<file path="src/design/fpv_pkg.sv">
// Shared types, constants and helpers for the FAT path validator.
package fpv_pkg;

    // Widths of the fields and registers
    localparam int BYTE_W  = 8;
    localparam int COUNT_W = 16;
    localparam int CODE_W  = 21;
    localparam int CFG_W   = 16;
    localparam int CFG_IDX_W = 1;

    // Configuration register indexes
    localparam logic [CFG_IDX_W-1:0] REG_MAX_PATH = 1'd0;
    localparam logic [CFG_IDX_W-1:0] REG_MAX_COMP = 1'd1;

    // Reset values of the configuration registers
    localparam logic [CFG_W-1:0] MAX_PATH_RESET = 16'd1024;
    localparam logic [CFG_W-1:0] MAX_COMP_RESET = 16'd255;

    localparam logic [COUNT_W-1:0] COUNT_MAX = 16'hffff;

    // Code point limits
    localparam logic [CODE_W-1:0] CODE_MAX  = 21'h10ffff;
    localparam logic [CODE_W-1:0] SURR_LO   = 21'h00d800;
    localparam logic [CODE_W-1:0] SURR_HI   = 21'h00dfff;
    localparam logic [CODE_W-1:0] MIN_THREE = 21'h000800;
    localparam logic [CODE_W-1:0] MIN_FOUR  = 21'h010000;

    // Characters of interest
    localparam logic [BYTE_W-1:0] CH_SLASH  = 8'h2f;
    localparam logic [BYTE_W-1:0] CH_BSLASH = 8'h5c;
    localparam logic [BYTE_W-1:0] CH_DOT    = 8'h2e;
    localparam logic [BYTE_W-1:0] CH_SPACE  = 8'h20;
    localparam logic [BYTE_W-1:0] CTRL_LIMIT = 8'h20;

    // Sequence lengths counted in continuation bytes
    localparam logic [1:0] SEQ_TWO   = 2'd1;
    localparam logic [1:0] SEQ_THREE = 2'd2;
    localparam logic [1:0] SEQ_FOUR  = 2'd3;

    typedef enum logic [1:0] {
        REASON_OK     = 2'd0,
        REASON_STRUCT = 2'd1,
        REASON_UTF8   = 2'd2,
        REASON_FAT    = 2'd3
    } reason_t;

    // Control from the top level to the decoder
    typedef struct packed {
        logic feed;   // a path byte is taken this cycle
        logic clear;  // the path ends this cycle
        logic last;   // the byte taken is the final one
    } utf8_ctrl_t;

    // Status from the decoder
    typedef struct packed {
        logic fail;   // encoding fault so far, this byte and truncation included
    } utf8_stat_t;

    // Characters that FAT forbids in a name
    function automatic logic fat_bad_char(input logic [BYTE_W-1:0] b);
        return (b < CTRL_LIMIT) || (b == 8'h3c) || (b == 8'h3e) || (b == 8'h3a) ||
               (b == 8'h22) || (b == 8'h7c) || (b == 8'h3f) || (b == 8'h2a);
    endfunction

endpackage

</file>
<file path="src/design/fpv_utf8.sv">
// UTF-8 sequence decoder with sticky fault flag for one path.
module fpv_utf8
    import fpv_pkg::*;
(
    input  logic              aclk,
    input  logic              aresetn,
    input  utf8_ctrl_t        ctrl,
    input  logic [BYTE_W-1:0] in_byte,
    output utf8_stat_t        stat
);

    logic [1:0]        left_reg, left_next;
    logic [1:0]        len_reg, len_next;
    logic [CODE_W-1:0] code_reg, code_next;
    logic              failed_reg;
    logic              bad;

    // Decode one byte against the running sequence
    always_comb begin
        left_next = left_reg;
        len_next  = len_reg;
        code_next = code_reg;
        bad       = 1'b0;
        if (left_reg == 2'd0) begin
            priority if (!in_byte[7]) begin
                bad = 1'b0;
            end else if (in_byte[7:5] == 3'b110) begin
                code_next = {16'd0, in_byte[4:0]};
                if (in_byte[4:1] == 4'd0) begin
                    bad = 1'b1;
                end else begin
                    len_next  = SEQ_TWO;
                    left_next = SEQ_TWO;
                end
            end else if (in_byte[7:4] == 4'b1110) begin
                code_next = {17'd0, in_byte[3:0]};
                len_next  = SEQ_THREE;
                left_next = SEQ_THREE;
            end else if (in_byte[7:3] == 5'b11110) begin
                code_next = {18'd0, in_byte[2:0]};
                len_next  = SEQ_FOUR;
                left_next = SEQ_FOUR;
            end else begin
                bad = 1'b1;
            end
        end else begin
            if (in_byte[7:6] != 2'b10) begin
                bad       = 1'b1;
                left_next = 2'd0;
            end else begin
                code_next = {code_reg[CODE_W-7:0], in_byte[5:0]};
                left_next = left_reg - 2'd1;
                if (left_next == 2'd0) begin
                    if ((len_reg == SEQ_THREE && code_next < MIN_THREE) ||
                        (len_reg == SEQ_FOUR && code_next < MIN_FOUR) ||
                        (code_next > CODE_MAX) ||
                        (code_next >= SURR_LO && code_next <= SURR_HI)) begin
                        bad = 1'b1;
                    end
                end
            end
        end
    end

    assign stat.fail = failed_reg | bad | (ctrl.last && left_next != 2'd0);

    // Advance on each byte, return to idle at the end of a path
    always_ff @(posedge aclk) begin
        if (!aresetn || ctrl.clear) begin
            left_reg   <= 2'd0;
            len_reg    <= 2'd0;
            code_reg   <= '0;
            failed_reg <= 1'b0;
        end else if (ctrl.feed) begin
            left_reg   <= left_next;
            len_reg    <= len_next;
            code_reg   <= code_next;
            failed_reg <= failed_reg | bad;
        end
    end

endmodule

</file>
<file path="src/design/fat_path_validator.sv">
// Top level of the streaming FAT path validator.
//
//  channel | direction | beat contents
//  s_      | in        | tdata[7:0] path_byte, tlast last_byte, tuser empty_path
//  m_      | out       | tdata[0] path_ok, tdata[2:1] fail_reason, tdata[7:3] zero
//  cfg_    | in        | cfg_addr register index, cfg_wdata value, cfg_we strobe
//
// One path byte is taken every cycle while s_tready is high; the verdict is formed
// from the running state and the final beat and appears in the result register in
// the cycle after that beat. s_tready is low only while a verdict is held in the
// result register and m_tready is low. Synchronous active-low reset clears all path
// state and the result valid flag and restores the register defaults (1024 and 255).
module fat_path_validator
    import fpv_pkg::*;
(
    input  logic                 aclk,
    input  logic                 aresetn,
    input  logic                 s_tvalid,
    output logic                 s_tready,
    input  logic [7:0]           s_tdata,   // [7:0] path_byte
    input  logic                 s_tlast,
    input  logic                 s_tuser,   // [0] empty_path
    output logic                 m_tvalid,
    input  logic                 m_tready,
    output logic [7:0]           m_tdata,   // [0] path_ok, [2:1] fail_reason, [7:3] zero
    input  logic                 cfg_we,
    input  logic [CFG_IDX_W-1:0] cfg_addr,
    input  logic [CFG_W-1:0]     cfg_wdata
);

    logic [CFG_W-1:0]   max_path_reg, max_comp_reg;
    logic [COUNT_W-1:0] byte_count_reg, byte_count_next;
    logic [COUNT_W-1:0] comp_len_reg, comp_len_next, comp_inc;
    logic               all_dots_reg, all_dots_next;
    logic [BYTE_W-1:0]  prev_char_reg;
    logic               at_start_reg;
    logic               struct_fail_reg, struct_fail_next;
    logic               fat_fail_reg, fat_fail_next;
    logic               m_valid_reg;
    logic               path_ok_reg;
    reason_t            reason_reg, reason_next;

    logic               s_acc, step, final_beat, is_slash;
    logic [COUNT_W-1:0] close_len;
    logic               close_dots, close_en;
    logic [BYTE_W-1:0]  close_tail;
    utf8_ctrl_t         u_ctrl;
    utf8_stat_t         u_stat;

    assign s_tready   = !m_valid_reg || m_tready;
    assign s_acc      = s_tvalid && s_tready;
    assign step       = s_acc && !s_tuser;
    assign final_beat = s_acc && (s_tuser || s_tlast);
    assign is_slash   = (s_tdata == CH_SLASH);

    assign u_ctrl.feed  = step;
    assign u_ctrl.clear = final_beat;
    assign u_ctrl.last  = s_tlast;

    fpv_utf8 u_utf8 (
        .aclk    (aclk),
        .aresetn (aresetn),
        .ctrl    (u_ctrl),
        .in_byte (s_tdata),
        .stat    (u_stat)
    );

    // Configuration writes
    always_ff @(posedge aclk) begin
        if (!aresetn) begin
            max_path_reg <= MAX_PATH_RESET;
            max_comp_reg <= MAX_COMP_RESET;
        end else if (cfg_we) begin
            unique case (cfg_addr)
                REG_MAX_PATH: max_path_reg <= cfg_wdata;
                REG_MAX_COMP: max_comp_reg <= cfg_wdata;
                default: ;
            endcase
        end
    end

    // Saturating counters
    assign byte_count_next = (byte_count_reg == COUNT_MAX) ? byte_count_reg
                                                           : byte_count_reg + 16'd1;
    assign comp_inc = (comp_len_reg == COUNT_MAX) ? comp_len_reg : comp_len_reg + 16'd1;

    // Pick the component that closes on this byte, if any
    always_comb begin
        if (is_slash) begin
            close_len  = comp_len_reg;
            close_dots = all_dots_reg;
            close_tail = prev_char_reg;
            close_en   = (comp_len_reg != 16'd0);
        end else begin
            close_len  = comp_inc;
            close_dots = all_dots_reg && (s_tdata == CH_DOT);
            close_tail = s_tdata;
            close_en   = s_tlast;
        end
    end

    // Structure and FAT checks for one byte
    always_comb begin
        struct_fail_next = struct_fail_reg || (byte_count_next >= max_path_reg) ||
                           (at_start_reg && (is_slash || s_tdata == CH_BSLASH));
        fat_fail_next    = fat_fail_reg;
        if (is_slash) begin
            comp_len_next = '0;
            all_dots_next = 1'b1;
            if (comp_len_reg == 16'd0 || s_tlast) begin
                struct_fail_next = 1'b1;
            end
        end else begin
            comp_len_next = comp_inc;
            all_dots_next = close_dots;
            if (s_tdata == CH_BSLASH) begin
                struct_fail_next = 1'b1;
            end
            if (fat_bad_char(s_tdata)) begin
                fat_fail_next = 1'b1;
            end
        end
        if (close_en) begin
            if (close_dots && close_len <= 16'd2) begin
                struct_fail_next = 1'b1;
            end
            if (close_len > max_comp_reg || close_tail == CH_SPACE ||
                close_tail == CH_DOT) begin
                fat_fail_next = 1'b1;
            end
        end
    end

    // Verdict, structure first
    always_comb begin
        priority if (s_tuser || struct_fail_next) begin
            reason_next = REASON_STRUCT;
        end else if (u_stat.fail) begin
            reason_next = REASON_UTF8;
        end else if (fat_fail_next) begin
            reason_next = REASON_FAT;
        end else begin
            reason_next = REASON_OK;
        end
    end

    // Path state: advance per byte, drop at the end of a path
    always_ff @(posedge aclk) begin
        if (!aresetn || final_beat) begin
            byte_count_reg  <= '0;
            comp_len_reg    <= '0;
            all_dots_reg    <= 1'b1;
            prev_char_reg   <= '0;
            at_start_reg    <= 1'b1;
            struct_fail_reg <= 1'b0;
            fat_fail_reg    <= 1'b0;
        end else if (step) begin
            byte_count_reg  <= byte_count_next;
            comp_len_reg    <= comp_len_next;
            all_dots_reg    <= all_dots_next;
            prev_char_reg   <= s_tdata;
            at_start_reg    <= 1'b0;
            struct_fail_reg <= struct_fail_next;
            fat_fail_reg    <= fat_fail_next;
        end
    end

    // Result register: load on a final beat, hold until taken
    always_ff @(posedge aclk) begin
        if (!aresetn) begin
            m_valid_reg <= 1'b0;
        end else if (s_tready) begin
            m_valid_reg <= final_beat;
        end
    end

    always_ff @(posedge aclk) begin
        if (final_beat) begin
            reason_reg  <= reason_next;
            path_ok_reg <= (reason_next == REASON_OK);
        end
    end

    assign m_tvalid = m_valid_reg;
    assign m_tdata  = {5'd0, reason_reg, path_ok_reg};

    // The flag and the code of a verdict agree
    a_ok_matches_reason: assert property (@(posedge aclk) disable iff (!aresetn)
        m_valid_reg |-> (path_ok_reg == (reason_reg == REASON_OK)))
        else $error("path_ok disagrees with fail_reason");

    // A final beat always yields a verdict in the next cycle
    a_final_gives_result: assert property (@(posedge aclk) disable iff (!aresetn)
        final_beat |=> m_valid_reg)
        else $error("final beat produced no verdict");

    // Path state is cleared after a final beat
    a_final_clears: assert property (@(posedge aclk) disable iff (!aresetn)
        final_beat |=> (byte_count_reg == 16'd0 && comp_len_reg == 16'd0 &&
                        at_start_reg && !struct_fail_reg && !fat_fail_reg))
        else $error("path state not cleared after verdict");

    // An empty-path beat always reports unsafe structure
    a_empty_unsafe: assert property (@(posedge aclk) disable iff (!aresetn)
        (s_acc && s_tuser) |=> (reason_reg == REASON_STRUCT && !path_ok_reg))
        else $error("empty path not reported as unsafe");

endmodule
</file>
<file path="config.mk">
export PLATFORM = sky130hd
export DESIGN_NAME = fat_path_validator
export DESIGN_NICKNAME = d
export VERILOG_FILES = /design/src/design/fpv_pkg.sv /design/src/design/fpv_utf8.sv /design/src/design/fat_path_validator.sv
export SDC_FILE = /design/constraint.sdc
export NUM_CORES = 1
export LEC_CHECK = 0
export BUFFER_PORTS_ARGS = -buffer_cell sky130_fd_sc_hd__clkbuf_2
export CORE_ASPECT_RATIO = 0.9
export CORE_MARGIN = 2
export CORE_UTILIZATION = 28
export CTS_CLUSTER_SIZE = 8
export DETAILED_ROUTE_END_ITERATION = 6
export SLEW_MARGIN = 0
export SYNTH_ARGS = -nofsm -noshare
export SYNTH_HDL_FRONTEND = slang
export SYNTH_SLANG_ARGS = --single-unit
</file>
<file path="constraint.sdc">
create_clock -name aclk -period 3.3 [get_ports aclk]
set_input_delay 0.66 -clock aclk [delete_from_list [all_inputs] [get_ports aclk]]
set_output_delay 0.66 -clock aclk [all_outputs]
set_load 0.005 [all_outputs]
</file>
==> results of run 1 <==
[cells in the final DEF (no fill, tap or decap), drive strengths merged, types with 4 or more instances in the layout]
cell / count
o21a: 5
dfxtp: 97
conb: 5
or3b: 4
a31oi: 7
nor2: 49
nand3b: 11
clkbuf: 45
nor3: 29
and2: 7
nand2: 142
a41oi: 4
xnor2: 22
nand4: 20
a21boi: 24
ha: 37
nand3: 30
nand2b: 6
a211oi: 7
nor4: 11
o211ai: 14
a311oi: 5
inv: 45
and4: 6
a21o: 6
a21oi: 77
and3: 14
o31ai: 4
or3: 4
buf: 85
nor4b: 4
o21ai: 28
nor2b: 7
xor2: 9
[layer usage]
| metal | vias up | global-route usage (%) | wire length, um |
|---|---|---|---|
| met5 | - | 0 | 0 |
| met4 | 0 | 3.982 | 324 |
| met3 | 29 | 2.756 | 558 |
| met2 | 111 | 25.85 | 8303 |
| met1 | 2774 | 18.97 | 8034 |
| li1 | 3059 | - | - |
[stage by stage]
| step | setup slack (ns) | setup TNS, ns | instance area [um^2] | util, % | hold slack [ns] |
|---|---|---|---|---|---|
| 3_5_place_dp | -0.1832 | -0.4977 | 7204 | 32.38 | 0.4426 |
| 6_report | 0.01071 | 0 | 7641 | 34.34 | 0.4523 |
| 4_1_cts | -0.02445 | -0.02445 | 7556 | 33.96 | 0.4571 |
| 5_1_grt | -0.1676 | -0.5030 | 7641 | 34.34 | 0.4618 |
| 2_1_floorplan | -0.02214 | -0.02214 | 6379 | - | 0.4232 |
| 3_3_place_gp | -0.1652 | -0.4226 | 7204 | 32.38 | 0.4311 |
[power breakdown]
group          internal (mW)  switching (mW)  leakage (nW)
Combinational          0.125           0.192          2.00
Clock                  0.533           0.542         0.146
Sequential              1.25          0.0176         0.819
Total                   1.91           0.751          2.97
[repair_timing]
item,in CTS,in global routing
hold endpoints to repair,0,0
resized for setup,9,14
setup endpoints to repair,3,4
buffers inserted,4,2
pin swaps,7,14
hold buffers,0,0
[logic make-up after synthesis]
kind of cell | synth area share, %
xor+xnor | 4.316
simple gates | 27.92
other cells | 0.05961
flops | 32.30
fa+ha+maj | 7.359
buf+inv | 7.279
compound gates | 20.09
mux | 0.6762
[critical path, cell delays in order, from the launching register on]
cell and delay [ns]:
dfxtp_2 0.35, ha_4 0.13, nand4_1 0.14, nor4_4 0.30, buf_4 0.17, nand3_4 0.12, mux2_4 0.35, ha_1 0.27
a21o_1 0.17, a21oi_2 0.14, o21ai_2 0.07, o211a_1 0.26, a311o_1 0.34, a211o_1 0.23
[Yosys cell counts (8+ instances only)]
cell type    n
o211ai_1    13
dfxtp_1     97
ha_1        37
a21boi_0    24
nand3_1     29
nand3b_1    11
nand2_1    142
clkbuf_1    41
xor2_1       9
nor2_1      49
xnor2_1     22
and3_1      13
nor4_1       8
nand4_1     20
nor3_1      28
inv_1       41
buf_2       15
a21oi_1     77
o21ai_0     28
[final cells by class]
type | count | share of cell area, %
Clock buffer | 9 | 2.947
Inverter | 41 | 2.014
Timing Repair Buffer | 121 | 10.92
Tap cell | 297 | 4.863
Multi-Input combinational cell | 627 | 51.69
Clock inverter | 7 | 0.9006
Sequential cell | 100 | 26.66
[path summary, 6_finish.rpt]
| kind | end | cells past startpoint |
|---|---|---|
| worst max register to register | reason_reg[0]$_DFFE_PP_ | 13 |
| worst min register to register | u_utf8.code_reg[11]$_SDFFE_PP0P_ | 2 |
| worst min-delay path | u_utf8.code_reg[11]$_SDFFE_PP0P_ | 2 |
| worst max-delay path | reason_reg[0]$_DFFE_PP_ | 13 |
==> results.toml, run 1 <==
[status]
status = "finished, final reports clean"

[placement]
placedCellCount = 1180
portBuffers = 36
dpl.hpwl_um = 12810
routabilityCongestion = 0.8971

[pwr]
powerDensity_nw_per_um2 = 347.8
p_leak_nw = 2.968
irDropWorstVdd_mv = 0.2046
finalPower_mw = 2.657

[setup_path]
arrival_ns = 3.41
startpoint_type = "register"
critPathKind = "register to register"
cp-startpoint = "byte_count_reg[0]$_SDFFE_PP0P_"
r2r-start = "byte_count_reg[0]$_SDFFE_PP0P_"
r2r_slack_ns = 0.01
crit_path_max_fanout = 4
setup.worst_path.end_class = "register"
crit_required_ns = 3.42

[layout]
multiInputGateArea_um2 = 3950
drive_above_1_share_pct = 20.00
nets = 969
insertedDiodeCount = 0
fin_cells = 1202
fill_cells = 2369
regArea_um2 = 2037
syn_to_final_growth_pct = 21.46

[yosys]
synthDistinctLibCells = 65
yosysWarnings = 0
synthFlopType = "dfxtp_1"
ys_ff_latch = 100
synthCells = 830
ys_seq_area_share_pct = 32.30
synth_top_cell_area_share_pct = 30.87
synth_area_leaders = "dfxtp_1 (31%), nand2_1 (8.5%), ha_1 (7.4%), a21oi_1 (6.1%), xnor2_1 (3.1%)"
synth_area_um2 = 6291
synth_edf_count = 3
yosys.area.top_type = "dfxtp_1"
avgSynthCellArea_um2 = 7.580
async_reset_ff_share_pct = 0

[routing]
wl_per_cell_um = 14.33
vias = 5973
drt_iter0_markers = 611
drc_errors = 0
ant_nets = 0
vias_per_cell = 4.969
routed_wirelength_um = 17220
dr.pass1.iters = 5

[clock_network]
cts.reportedPaths.clkPinSlew_ns = 0.08
htreeDepth = 3
numCtsBuffers = 9
cts_tree = "done"
insertion_delay_ns = 0.36
cts-root-buf = "clkbuf_16"
clock_sinks = 100
cts.path.max_buffers = 2

[sta]
skew_ns = 0.01198
rsz0062_at_grt = "true"
max_freq_mhz = 304.0
finalCritPeriodShare_pct = 99.68
post-route-min-period_ns = 3.289
worst-slew-pin-transition_ns = 0.7629
drv_slew = 0
finalSetupViolCount = 0
hold_viol_final = 0
relSlewSlack_pct = 49.14

[die]
core_um2 = 22250
num_rows = 52
dieWidth_um = 162
die-area_um2 = 23680
start_util_pct = 28.27
pin_count = 42
dieHeight_um = 146.2

[flow_run]
cap_viol_max_count = 0

[global_routing]
antenna_found_initial = 0
grt_max_degree = 38
grt_pass1_wl_um = 28920
track_usage_pct = 14.91
gr-total-overflow = 0
grt_pass1_vias = 5730

[min_path]
hp-start = "u_utf8.code_reg[11]$_SDFFE_PP0P_"
worst_hold_path_type = "register to register"
Power figures use the tool's default switching activity.
==> run 2: changes to the inputs <==
Settings changed: CORE_UTILIZATION 28 to 40.
==> results.toml, run 2 (synthesis results as in run 1) <==
[layout]
nets = 974
insertedDiodeCount = 0
fill_cells = 1572
fin_cells = 1112
mostFrequentLayoutCells = "nand2_1 (140), dfxtp_1 (92), buf_4 (89), a21oi_1 (73), nor2_1 (47)"
multiInputGateArea_um2 = 3938
syn_to_final_growth_pct = 19.93
drive_above_1_share_pct = 20.66
fin_util_pct = 49.03
mostFrequentLayoutCell = "nand2_1"
regArea_um2 = 2038

[sta]
tns_ns = 0
setup_slack_ns = 0.01888
hold_viol_final = 0
skew_ns = 0.006370
relSlewSlack_pct = 48.81
post-route-min-period_ns = 3.281
worst-slew-pin-transition_ns = 0.7678
finalSetupViolCount = 0
rsz0062_at_grt = "true"
drv_slew = 0
whs_ns = 0.4452
max_freq_mhz = 304.8
finalCritPeriodShare_pct = 99.43

[clock_network]
htreeDepth = 3
cts-root-buf = "clkbuf_16"
clock_sinks = 100
cts.path.max_buffers = 2
numCtsBuffers = 9
cts_tree = "done"
cts.reportedPaths.clkPinSlew_ns = 0.08
insertion_delay_ns = 0.36

[setup_path]
r2r-start = "byte_count_reg[4]$_SDFFE_PP0P_"
startpoint_type = "register"
setup.worst_path.end_class = "register"
r2r_slack_ns = 0.02
critPathMaxStageDelay_ns = 0.33
slowest_stage = "dfxtp_2"
r2r-end = "reason_reg[0]$_DFFE_PP_"
critPathKind = "register to register"
worstSetupEndpoint = "reason_reg[0]$_DFFE_PP_"
cp-startpoint = "byte_count_reg[4]$_SDFFE_PP0P_"
arrival_ns = 3.40
ff2ff_path_depth = 13
crit_top_cell = "buf_4"
crit_path_max_fanout = 7
crit_chain = "nand4_1, buf_4, nor4_4, buf_4, nand3_4, mux2_2, ha_1, a21o_1, a21oi_1, o21ai_0, o211a_1, a311o_1, a211o_1"
crit_required_ns = 3.41

[min_path]
timing.hold.worst_path_depth = 2
worst_hold_path_type = "register to register"

[status]
status = "finished, final reports clean"

[routing]
vias = 5871
drt_iter0_markers = 435
ant_nets = 0
wl_per_cell_um = 15.02
drc_errors = 0
vias_per_cell = 5.280
dr.pass1.iters = 5
routed_wirelength_um = 16710

[pwr]
pwr-share-comb_pct = 11.7
swShare_pct = 27.33
p_leak_nw = 2.958
p_switching_uw = 721.2
irDropWorstVdd_mv = 0.2456
clockPowerShare_pct = 40.4
p_int_mw = 1.918
powerDensity_nw_per_um2 = 349.8
sequentialPowerShare_pct = 47.9

[placement]
routabilityCongestion = 0.8983
portBuffers = 36
dpl.hpwl_um = 12330
placedCellCount = 1091
post-place-ws_ns = -0.2177

[die]
dieWidth_um = 136.2
pin_count = 42
start_util_pct = 40.88
dieHeight_um = 123.0
die-area_um2 = 16750
num_rows = 43
core_um2 = 15390

[flow_run]
cap_viol_max_count = 0

[global_routing]
grt_max_degree = 35
grt_pass1_vias = 5486
gr-total-overflow = 0
grt_pass1_wl_um = 27810
antenna_found_initial = 0
track_usage_pct = 21.02
[run 2: cell count changes in the layout (fill, tap and decap cells not counted), sizes merged]
| cell | before | now |
|---|---|---|
| clkinv | 3 | 0 |
| buf | 85 | 90 |
| clkbuf | 45 | 46 |
| clkinvlp | 0 | 2 |
[run 2: power by group through the flow]
stage	Sequential, mW	Clock [mW]	Combinational (mW)
6_report	1.26	1.07	0.309
5_1_grt	1.27	1.15	0.348
4_1_cts	1.26	1.10	0.309
3_5_place_dp	1.29	0	0.306
3_3_place_gp	1.29	0	0.304
2_1_floorplan	1.29	0	0.201
[run 2: per-stage QoR]
step,power (mW),instance area (um^2)
after floorplan,1.490,6379
after global placement,1.595,7131
after detailed placement,1.599,7131
after CTS,2.672,7485
after global routing,2.768,7545
final,2.639,7545
[run 2: how the worst min path moves through the flow]
stage / startpoint / to / slack (ns)
2_1_floorplan: at_start_reg$_SDFFE_PP1P_ / at_start_reg$_SDFFE_PP1P_ / 0.42
3_3_place_gp: at_start_reg$_SDFFE_PP1P_ / at_start_reg$_SDFFE_PP1P_ / 0.43
3_5_place_dp: at_start_reg$_SDFFE_PP1P_ / at_start_reg$_SDFFE_PP1P_ / 0.44
6_report: u_utf8.code_reg[13]$_SDFFE_PP0P_ / u_utf8.code_reg[13]$_SDFFE_PP0P_ / 0.45
5_1_grt: u_utf8.code_reg[13]$_SDFFE_PP0P_ / u_utf8.code_reg[13]$_SDFFE_PP0P_ / 0.47
4_1_cts: u_utf8.code_reg[13]$_SDFFE_PP0P_ / u_utf8.code_reg[13]$_SDFFE_PP0P_ / 0.45
[run 2: area by class of cell]
class / count / area share [%]
flip-flops and latches: 100 / 27.01
clock buffers: 10 / 3.167
inverters: 41 / 2.040
clock inverters: 6 / 0.7297
well taps: 202 / 3.350
multi-input cells: 627 / 52.19
repair buffers: 126 / 11.51
[run 2: repair_timing]
item	4_1_cts	5_1_grt
pin swaps	3	6
setup endpoints to repair	3	5
setup buffers	3	2
gates resized for setup	10	9
hold buffers	0	0
[run 2: layer usage]
| metal | up-vias | wire, um | global-route usage [%] | share of wire [%] |
|---|---|---|---|---|
| met5 | - | 0 | 0 | 0 |
| met4 | 0 | 181 | 4.753 | 1.1 |
| li1 | 3062 | - | - | - |
| met2 | 99 | 7770 | 34.30 | 47 |
| met3 | 19 | 562 | 4.305 | 3.4 |
| met1 | 2691 | 8192 | 28.71 | 49 |
[run 2: worst max-delay path, delay by kind of cell, from the launching register on]
| family | cells | cell delay [ns] |
|---|---|---|
| adders and majority gates | 1 | 0.28 |
| buffers and inverters | 2 | 0.34 |
| AOI/OAI and AO/OA | 6 | 1.21 |
| muxes | 1 | 0.33 |
| DFF | 1 | 0.33 |
| and+or+nand+nor | 3 | 0.54 |
